### src/hw/rtl/hfsa_pkg.sv
`timescale 1ns / 1ps

package hfsa_pkg;

  localparam int HFSA_TEMPLATES = 65536;
  localparam int HFSA_FRAC_BITS = 16;

  localparam int REF_W   = 17;
  localparam int SCORE_W = 16;
  localparam int CNT_W   = 17;
  localparam int ACC_W   = 64;
  localparam int MODE_W  = 2;
  localparam int THR_W   = 17;
  localparam int PROD_W  = THR_W + SCORE_W;

  localparam int IN_TDATA_W  = 56;
  localparam int OUT_TDATA_W = 152;

  localparam logic [CNT_W-1:0] CNT_MAX   = {CNT_W{1'b1}};
  localparam logic [THR_W-1:0] THR_RESET = 17'h10000;

  localparam logic [MODE_W-1:0] MODE_EXACT     = 2'd0;
  localparam logic [MODE_W-1:0] MODE_FRAC_OWN  = 2'd1;
  localparam logic [MODE_W-1:0] MODE_FRAC_BEST = 2'd2;

  localparam logic CMD_HIT  = 1'b0;
  localparam logic CMD_READ = 1'b1;

  localparam logic CFG_MATCH_MODE = 1'b0;
  localparam logic CFG_THRESHOLD  = 1'b1;

  typedef struct packed {
    logic [MODE_W-1:0] match_mode;
    logic [THR_W-1:0]  threshold_frac;
  } cfg_t;

  typedef struct packed {
    logic [ACC_W-1:0] unique_score;
    logic [ACC_W-1:0] total_score;
    logic             run_done;
    logic [CNT_W-1:0] accepted_count;
    logic             accepted;
  } res_t;

  typedef enum logic [2:0] {
    ST_CLEAR,
    ST_IDLE,
    ST_READ,
    ST_EXEC,
    ST_UNQ,
    ST_OUT
  } state_t;

endpackage

### src/hw/rtl/hfsa_ctrl.sv
`timescale 1ns / 1ps

module hfsa_ctrl
  import hfsa_pkg::*;
#(
  parameter int TEMPLATES = HFSA_TEMPLATES,
  parameter int FRAC_BITS = HFSA_FRAC_BITS,
  localparam int AW = $clog2(TEMPLATES)
) (
  input  logic                   clk,
  input  logic                   rst_n,
  input  cfg_t                   cfg,
  input  logic                   in_tvalid,
  output logic                   in_tready,
  input  logic [IN_TDATA_W-1:0]  in_tdata,
  input  logic                   in_tuser,
  input  logic                   in_tlast,
  output logic                   out_tvalid,
  input  logic                   out_tready,
  output logic [OUT_TDATA_W-1:0] out_tdata,
  output logic                   out_tlast,
  output logic                   tot_we,
  output logic [AW-1:0]          tot_waddr,
  output logic [ACC_W-1:0]       tot_wdata,
  output logic [AW-1:0]          tot_raddr,
  input  logic [ACC_W-1:0]       tot_rdata,
  output logic                   uni_we,
  output logic [AW-1:0]          uni_waddr,
  output logic [ACC_W-1:0]       uni_wdata,
  output logic [AW-1:0]          uni_raddr,
  input  logic [ACC_W-1:0]       uni_rdata
);

  localparam int SH_W = SCORE_W + FRAC_BITS;
  localparam int CW   = (SH_W > PROD_W) ? SH_W : PROD_W;
  localparam logic [AW-1:0] LAST_ADDR = AW'(TEMPLATES - 1);

  state_t state_r, state_nxt;

  logic [AW-1:0]      clr_cnt_r;
  logic               cmd_r;
  logic [REF_W-1:0]   mag_r;
  logic [SCORE_W-1:0] hit_r;
  logic [SCORE_W-1:0] best_r;
  logic               last_r;
  logic [PROD_W-1:0]  prod_r;
  logic [CNT_W-1:0]   cnt_r, cnt_nxt;
  logic [REF_W-1:0]   sole_r, sole_nxt;
  res_t               res_r, res_nxt;
  res_t               out_res_r;
  logic               out_valid_r;

  logic [REF_W-1:0]   ref_in;
  logic [REF_W-1:0]   mag_in;
  logic               accept_in;
  logic               out_load;

  logic [31:0]        mag_w;
  logic [31:0]        sole_acc_w;
  logic [31:0]        sole_w;
  logic [AW-1:0]      item_addr;
  logic [AW-1:0]      sole_acc_addr;
  logic [AW-1:0]      sole_addr;

  logic [CW-1:0]      hit_sh;
  logic               pass;
  logic               acc;
  logic [ACC_W-1:0]   add_val;
  logic [ACC_W-1:0]   tot_new;
  logic [ACC_W-1:0]   uni_new;
  logic               item_in_rng;
  logic               sole_in_rng;
  logic [CNT_W-1:0]   cnt_acc;
  logic [REF_W-1:0]   sole_acc;
  logic               uni_upd;
  logic               sole_same;

  assign ref_in    = in_tdata[REF_W-1:0];
  assign mag_in    = ref_in[REF_W-1] ? REF_W'(~ref_in + 1'b1) : ref_in;
  assign accept_in = in_tvalid && in_tready;
  assign out_load  = (state_r == ST_OUT) && (!out_valid_r || out_tready);

  assign mag_w         = 32'(mag_r);
  assign item_addr     = mag_w[AW-1:0];
  assign sole_w        = 32'(sole_r);
  assign sole_addr     = sole_w[AW-1:0];

  assign hit_sh      = CW'(hit_r) << FRAC_BITS;
  assign pass        = (cfg.match_mode == MODE_EXACT) ? (hit_r == best_r)
                                                      : (hit_sh >= CW'(prod_r));
  assign acc         = (cmd_r == CMD_HIT) && pass;
  assign add_val     = (cfg.match_mode == MODE_FRAC_OWN) ? ACC_W'(hit_r) : ACC_W'(best_r);
  assign tot_new     = tot_rdata + add_val;
  assign uni_new     = uni_rdata + ACC_W'(best_r);
  assign item_in_rng = mag_w < 32'(TEMPLATES);
  assign cnt_acc     = (acc && (cnt_r != CNT_MAX)) ? cnt_r + 1'b1 : cnt_r;
  assign sole_acc    = acc ? mag_r : sole_r;
  assign sole_acc_w  = 32'(sole_acc);
  assign sole_acc_addr = sole_acc_w[AW-1:0];
  assign sole_in_rng = sole_acc_w < 32'(TEMPLATES);
  assign sole_same   = (sole_acc == mag_r);
  assign uni_upd     = (cmd_r == CMD_HIT) && last_r && (cnt_acc == CNT_W'(1)) && sole_in_rng;

  always_comb begin
    cnt_nxt  = cnt_r;
    sole_nxt = sole_r;
    if ((state_r == ST_EXEC) && (cmd_r == CMD_HIT)) begin
      cnt_nxt  = last_r ? '0 : cnt_acc;
      sole_nxt = sole_acc;
    end
  end

  always_comb begin
    res_nxt = res_r;
    if (state_r == ST_EXEC) begin
      res_nxt.accepted       = acc;
      res_nxt.accepted_count = (cmd_r == CMD_HIT) ? cnt_acc : cnt_r;
      res_nxt.run_done       = (cmd_r == CMD_HIT) && last_r;
      res_nxt.total_score    = item_in_rng ? (acc ? tot_new : tot_rdata) : '0;
      res_nxt.unique_score   = item_in_rng ? ((uni_upd && sole_same) ? uni_new : uni_rdata)
                                           : '0;
    end
  end

  always_comb begin
    state_nxt = state_r;
    case (state_r)
      ST_CLEAR: begin
        if (clr_cnt_r == LAST_ADDR) begin
          state_nxt = ST_IDLE;
        end
      end
      ST_IDLE: begin
        if (accept_in) begin
          state_nxt = ST_READ;
        end
      end
      ST_READ: state_nxt = ST_EXEC;
      ST_EXEC: state_nxt = (uni_upd && !sole_same) ? ST_UNQ : ST_OUT;
      ST_UNQ:  state_nxt = ST_OUT;
      ST_OUT: begin
        if (out_load) begin
          state_nxt = ST_IDLE;
        end
      end
      default: state_nxt = ST_IDLE;
    endcase
  end

  always_comb begin
    in_tready = 1'b0;
    tot_we    = 1'b0;
    tot_waddr = item_addr;
    tot_wdata = tot_new;
    tot_raddr = item_addr;
    uni_we    = 1'b0;
    uni_waddr = item_addr;
    uni_wdata = uni_new;
    uni_raddr = item_addr;
    case (state_r)
      ST_CLEAR: begin
        tot_we    = 1'b1;
        tot_waddr = clr_cnt_r;
        tot_wdata = '0;
        uni_we    = 1'b1;
        uni_waddr = clr_cnt_r;
        uni_wdata = '0;
      end
      ST_IDLE: in_tready = 1'b1;
      ST_EXEC: begin
        tot_we    = acc && item_in_rng;
        uni_we    = uni_upd && sole_same;
        uni_raddr = sole_acc_addr;
      end
      ST_UNQ: begin
        uni_we    = 1'b1;
        uni_waddr = sole_addr;
      end
      default: begin
        in_tready = 1'b0;
      end
    endcase
  end

  always_ff @(posedge clk) begin
    if (!rst_n) begin
      state_r     <= ST_CLEAR;
      clr_cnt_r   <= '0;
      cnt_r       <= '0;
      sole_r      <= '0;
      out_valid_r <= 1'b0;
    end else begin
      state_r <= state_nxt;
      cnt_r   <= cnt_nxt;
      sole_r  <= sole_nxt;
      if (state_r == ST_CLEAR) begin
        clr_cnt_r <= clr_cnt_r + 1'b1;
      end
      if (out_load) begin
        out_valid_r <= 1'b1;
      end else if (out_tready) begin
        out_valid_r <= 1'b0;
      end
    end
  end

  always_ff @(posedge clk) begin
    if (accept_in) begin
      cmd_r  <= in_tuser;
      mag_r  <= mag_in;
      hit_r  <= in_tdata[REF_W +: SCORE_W];
      best_r <= in_tdata[REF_W+SCORE_W +: SCORE_W];
      last_r <= in_tlast;
    end
    if (state_r == ST_READ) begin
      prod_r <= cfg.threshold_frac * best_r;
    end
    res_r <= res_nxt;
    if (out_load) begin
      out_res_r <= res_r;
    end
  end

  assign out_tvalid = out_valid_r;
  assign out_tlast  = out_res_r.run_done;
  assign out_tdata  = {6'd0, out_res_r.unique_score, out_res_r.total_score,
                       out_res_r.accepted_count, out_res_r.accepted};

  a_no_accept_in_clear: assert property (@(posedge clk) disable iff (!rst_n)
    (state_r == ST_CLEAR) |-> !in_tready)
    else $error("Input accepted during the table clearing pass.");

  a_total_write_state: assert property (@(posedge clk) disable iff (!rst_n)
    (tot_we && (state_r != ST_CLEAR)) |-> (state_r == ST_EXEC))
    else $error("Total table written outside the update step.");

  a_count_cleared: assert property (@(posedge clk) disable iff (!rst_n)
    ((state_r == ST_EXEC) && (cmd_r == CMD_HIT) && last_r) |=> (cnt_r == '0))
    else $error("Accept count not cleared after the last hit of a read.");

  a_unique_follows_exec: assert property (@(posedge clk) disable iff (!rst_n)
    (state_r == ST_UNQ) |-> $past(state_r == ST_EXEC))
    else $error("Unique table update not preceded by the update step.");

endmodule

### config.mk
export PLATFORM = sky130hd
export DESIGN_NAME = hfsa_ctrl
export DESIGN_NICKNAME = d
export VERILOG_FILES = /design/src/hw/rtl/hfsa_pkg.sv /design/src/hw/rtl/hfsa_ctrl.sv
export SDC_FILE = /design/constraint.sdc
export NUM_CORES = 2
export LEC_CHECK = 0
export BUFFER_PORTS_ARGS = -buffer_cell sky130_fd_sc_hd__buf_2
export CELL_PAD_IN_SITES_DETAIL_PLACEMENT = 1
export CELL_PAD_IN_SITES_GLOBAL_PLACEMENT = 2
export CORE_ASPECT_RATIO = 0.7
export CORE_MARGIN = 8
export CORE_UTILIZATION = 33
export CTS_CLUSTER_DIAMETER = 40
export DETAILED_ROUTE_END_ITERATION = 7
export PLACE_DENSITY_LB_ADDON = 0.1
export RECOVER_POWER = 100
export SLEW_MARGIN = 5
export SYNTH_ARGS = -nofsm -noshare
export SYNTH_HDL_FRONTEND = slang
export SYNTH_SLANG_ARGS = --single-unit
export TNS_END_PERCENT = 30
### constraint.sdc
create_clock -name clk -period 8.9 [get_ports clk]
set_clock_uncertainty 0.2 [all_clocks]
set_input_delay 0.89 -clock clk [delete_from_list [all_inputs] [get_ports clk]]
set_output_delay 0.89 -clock clk [all_outputs]
set_load 0.02 [all_outputs]
* Word-level counts from Yosys, hierarchy flattened
Index checks and enable logic that the tools add are counted.
** Word-level totals
- Register bits after elaboration :: 432
- Input bits :: 209
- Output and inout port bits :: 349
- Logic and storage cells :: 90
** Cells by class
- Add/subtract/negate cells :: 5
- Order comparisons :: 3
- Bitwise logic cells :: 2
- Reduce and logical (&&, ||, !) cells :: 19
- Multiply operators :: 1
- Muxes and demuxes :: 24
- Equal/unequal tests :: 14
** Operators by type and width (number)
- 64-bit two-way mux :: 4
- 64-bit by 16-bit adder with 64-bit output :: 2
- 17-bit two-way mux :: 4
- 16-bit two-way mux :: 4
- 17-bit by 1-bit adder with 17-bit output, second input constant :: 2
- 17-bit < comparator, second input constant :: 2
- 32-bit by 33-bit greater-or-equal comparator with 1-bit output :: 1
- 17-bit by 16-bit multiplier with 33-bit output :: 1
- 16-bit one-hot mux with 2 select lines :: 1
- 3-bit one-hot mux with 6 select lines :: 1
- 17-bit by 1-bit == test with 1-bit output, second input constant :: 1
- 17-bit == test :: 1
- 17-bit != test, second input constant :: 1
- 17-bit NOT :: 1
- 16-bit by 1-bit adder with 16-bit output, second input constant :: 1
- 16-bit == test :: 1
- 16-bit == test, second input constant :: 1
- 1-bit logical AND :: 11
- 3-bit two-way mux :: 3
- 3-bit by 2-bit == test with 1-bit output, second input constant :: 2
- 3-bit == test, second input constant :: 2
- 2-bit != test, second input constant :: 3
- 1-bit two-way mux :: 5
- 1-bit one-hot mux with 2 select lines :: 2
- 10 further kinds :: 11

* Depth between registers and ports, before layout
- Word-level depth :: 11
- Gate-level depth with buffers :: 26

* Worst setup path before layout
OpenSTA, ideal clock, no wires.
- Kind :: input-to-reg
- Start point :: input out_tready
- End point :: register out_res_r, in the netlist out_tdata[0], enable pin
- Path buffers :: 0
- Cell stages on the path :: 2
- Path slack :: 538 ps
- Arrival :: 7490 ps
- Library setup time :: 672 ps
- Data required time :: 8028 ps
- Cell sequence :: nand2b_1 nor2b_1
** Between the ends
- Cells in the longest elaborated chain, start to end :: 2
** Ends and longest elaborated chain
- start, declared :: line hfsa_ctrl.sv:19 : input logic out_tready,
- 1-bit logical OR :: line hfsa_ctrl.sv:81 : assign out_load = (state_r == ST_OUT) && (!out_valid_r || out_tready);
- 1-bit logical AND :: line hfsa_ctrl.sv:81
- named net out_load :: line hfsa_ctrl.sv:56 : logic out_load;
- end signal, assigned :: line hfsa_ctrl.sv:220 : out_res_r <= res_r;
- end, declared :: line hfsa_ctrl.sv:50 : res_t out_res_r;
The timed path passes the listed nets, and every way through them passes these cells.
A chain may end at the register's enable or synchronous reset.

* Worst setup path in the final report
- Start point :: register best_r[1]
- End point :: output uni_we
** Between the ends
- Cells in the longest elaborated chain, start to end :: 10
- Elaborated cells between the ends (all ways) :: 13
- Those cells by class :: 1 x order compare; 3 x eq/ne; 4 x mux; 5 x reduce/logical
** Ends and longest elaborated chain
- start, declared :: line hfsa_ctrl.sv:44 : logic [SCORE_W-1:0] best_r;
- start signal, assigned :: line hfsa_ctrl.sv:212 : best_r <= in_tdata[REF_W+SCORE_W +: SCORE_W];
- 16-bit == test * :: line hfsa_ctrl.sv:89 : assign pass = (cfg.match_mode == MODE_EXACT) ? (hit_r == best_r)
- 1-bit two-way mux * :: line hfsa_ctrl.sv:89
- 1-bit logical AND * :: line hfsa_ctrl.sv:91 : assign acc = (cmd_r == CMD_HIT) && pass;
- branches (longest 5 deep; another with 17-bit < comparator)
- 1-bit logical AND * :: line hfsa_ctrl.sv:172 : uni_we = uni_upd && sole_same;
- 1-bit one-hot mux with 2 select lines * :: line hfsa_ctrl.sv:160 : case (state_r)
- end, declared :: line hfsa_ctrl.sv:27 : output logic uni_we,
Every way passes the cells marked *.

==> results.cfg <==
[floorplanning]
row_count = 96
die_height_um = 277
core_area_sq_um = 97400
start_util_pct = 33.1
fp.dieW_um = 389
io_pins = 558
die-area_sq_um = 108000

[sta]
tightestPinTransition_ns = 4.65
relSlewSlack_pct = -210
hold_viol = 0
fmax_mhz = 127
period_share_pct = 88.8
drv_slew = 747
period_needed_ns = 7.90
report.final.setup_viol = 0
fin_setup_tns_ns = 0
rsz0062_at_grt = false
timing.final.ws_setup_ns = 0.997

[global_route]
grt_max_degree = 165
gr-total-overflow = 0
antenna_found_initial = 20
grt_first_pass_wirelength_um = 184000
grt_usage_pct = 22.1
grt_pass1_vias = 28100

[placement]
dp.cells = 4951
pre_cts_ws_ns = 1.05
port_buffers = 544
routabilityCongestion = 0.822
post-dp-hpwl_um = 92400

[critical_path]
path_class = reg -> out
critical-path-top-delay-family = simple AND/OR/NAND/NOR gates
slowest_delay_ns = 0.80
path_max_fanout = 32
end_kind = primary output
path_cells = clkbuf_1, xnor2_1, nand4_1, nor4_2, nor3_2, a21oi_1, nand2b_2, inv_2, a41oi_4, buf_4, or2_2, nor2_1, o2bb2ai_1, buf_2
crit_start = best_r[1]
worstPathArrival_ns = 6.81
cp_num_buf_inv = 4
critPathLaunchType = register
slowest_stage = nor2_1
reg2reg_setup_slack_ns = 1.11
worstPathRequired_ns = 7.81
r2r-start = best_r[1]

[cells_and_area]
area_delta_synth_final_pct = 18.8
regArea_sq_um = 12400
multi_input_area_sq_um = 17800
stdcell_count = 5113
nNetsFinal = 4288
nFillCells = 11200
drive_gt1_share_pct = 11.3

[synth]
synth-seq-cells = 432
ys_seq_area_share_pct = 38.6
synth_largest_area_cell = edfxtp_1
syn-cell-area_sq_um = 32200
synth-edff-count = 378
syn_inst = 3241
yosysWarnings = 0
synth_top_area_share_pct = 35.2
synthArstFlopShare_pct = 0
ys.flop_type = edfxtp_1
yosys-top-cells-area = edfxtp_1 35%, fa_1 13%, ha_1 6.1%, nand2_1 4.2%, xnor2_1 3.9%
yosysUniqueCellTypes = 68
synth.avg_cell_area_sq_um = 9.94

[outcome]
status = finished with violations
violations = max-capacitance violations, max-slew violations

[clocking]
cts_tree = yes
insertion_delay_ns = 0.66
htreeDepth = 3
cts_resized = 0
cts_root_buf = clkbuf_16
cts_setup_buffers = 0
hold_buffers = 0
cts.reportedPaths.clkPinSlew_ns = 0.05
numClockSinks = 432
clockBufferDepth = 3
cts_made_buffers = 82

[worst_hold_path]
min_path_type = reg -> reg
min_from = res_r[46]

[drt]
drt_iter0_markers = 1223
drtAntennaViolNets = 0
drc_errors = 0
avgRoutedWirePerCell_um = 24.0
wl_um = 123000
drtPass1Iterations = 5
vias = 26000
vias_per_cell = 5.09

[pwr]
leakage_nw = 14.6
powerDensity_nw_per_um2 = 206
power.total_mw = 7.88
peakVddDrop_uv = 142

[job]
drv_cap = 14
==> layer usage <==
| layer | up-vias | global-route usage (%) | part of all wire, % |
|---|---|---|---|
| met5 | - | 0 | 0.025 |
| met4 | 6 | 6.60 | 2.7 |
| met3 | 178 | 4.67 | 5.3 |
| met2 | 615 | 35.5 | 46 |
| met1 | 13300 | 30.0 | 46 |
| li1 | 12000 | - | - |
==> worst reg2reg max path: stages, from the launching register on <==
cell and delay [ns]:
edfxtp_1 0.67, clkbuf_1 0.77, nand2_1 0.17, fa_1 0.53, fa_1 0.45, fa_1 0.48
fa_1 0.50, inv_1 0.06, fa_1 0.53, inv_1 0.06, fa_1 0.61, inv_1 0.07
ha_1 0.36, o211ai_1 0.16, nor4_1 0.26, a22oi_1 0.19, a31oi_1 0.50, a21oi_1 0.18
a31oi_1 0.33, nand4_1 0.14, nand4b_1 0.10, a21oi_1 0.09, xnor2_1 0.13
==> kinds of logic after synthesis <==
logic type	share of synthesized area [%]
AO/OA/AOI/OAI	7.33
buffers and inverters	6.28
XOR/XNOR	7.09
AND/OR/NAND/NOR	19.1
flip-flops	38.6
adder cells (fa/ha/maj)	19.1
other	0.0116
multiplexers	2.44
==> layout by cell type, fill, tap and decap left out, types with 34 or more instances in the layout <==
master,netlist,final
edfxtp_1,378,378
clkbuf_1,149,362
nand2_1,360,360
inv_1,297,295
nor2_1,283,282
fa_1,210,210
buf_2,9,200
ha_1,157,157
xnor2_1,142,142
and2_1,153,134
xor2_1,115,115
a21oi_1,106,107
o21ai_0,97,100
clkbuf_16,0,83
nand3_1,70,70
nand4_1,54,54
dfxtp_1,54,54
nor3_1,48,48
nor2b_1,47,47
or4_1,47,46
or3_1,42,42
nor4_1,31,34
==> registers in the layout, indices dropped and copies added, names as in the netlist <==
name,count
res_r,147
out_tdata,146
prod_r,33
cnt_r,17
mag_r,17
sole_r,17
best_r,16
clr_cnt_r,16
hit_r,16
state_r,3
cmd_r,1
last_r,1
out_tlast,1
out_tvalid,1
==> cells in the mapped netlist, drive strengths merged, types with 16 or more instances <==
master,n
fa,210
and3,26
nand3,70
nor2b,47
or3,42
mux2,49
nor3,49
inv,297
edfxtp,378
xor2,115
nand2,360
nand4,54
nand2b,22
a21o,19
dfxtp,54
and2,153
o31ai,26
a21boi,25
mux2i,23
or4,47
nor2,283
xnor2,144
a21oi,108
nor4,36
buf,49
ha,157
o21ai,102
or2,16
clkbuf,149
==> where the power goes <==
part | switching [mW] | total (mW) | leakage (nW) | internal [mW]
combinational | 1.50 | 2.50 | 9.49 | 0.999
clock | 1.21 | 3.09 | 1.30 | 1.88
sequential | 0.00204 | 2.29 | 3.86 | 2.29
==> layout make-up <==
| class | count | share of cell area (%) |
|---|---|---|
| Multi-Input combinational cell | 2319 | 46.5 |
| Sequential cell | 432 | 32.5 |
| Timing Repair Buffer | 580 | 6.60 |
| Clock buffer | 90 | 5.52 |
| Tap cell | 1323 | 4.32 |
| Inverter | 297 | 2.92 |
| Clock inverter | 63 | 1.63 |
| Antenna cell | 9 | 0.0588 |
==> path summary, 6_finish.rpt <==
path / to / depth (start not counted)
max reg2reg: prod_r[32] / 22
max: uni_we / 14
min reg2reg: out_tdata[45] / 0
min: out_tdata[45] / 0
==> stage by stage <==
| step | util (%) | instance area (sq um) | hold WS (ns) |
|---|---|---|---|
| 2_1_floorplan | - | 32200 | 0.200 |
| 3_3_place_gp | 37.0 | 36100 | 0.200 |
| 3_5_place_dp | 37.0 | 36100 | 0.206 |
| 4_1_cts | 39.8 | 38800 | 0.163 |
| 5_1_grt | 39.3 | 38300 | 0.167 |
| 6_report | 39.3 | 38300 | 0.209 |
Note: power is estimated with default switching activity, not from simulation.
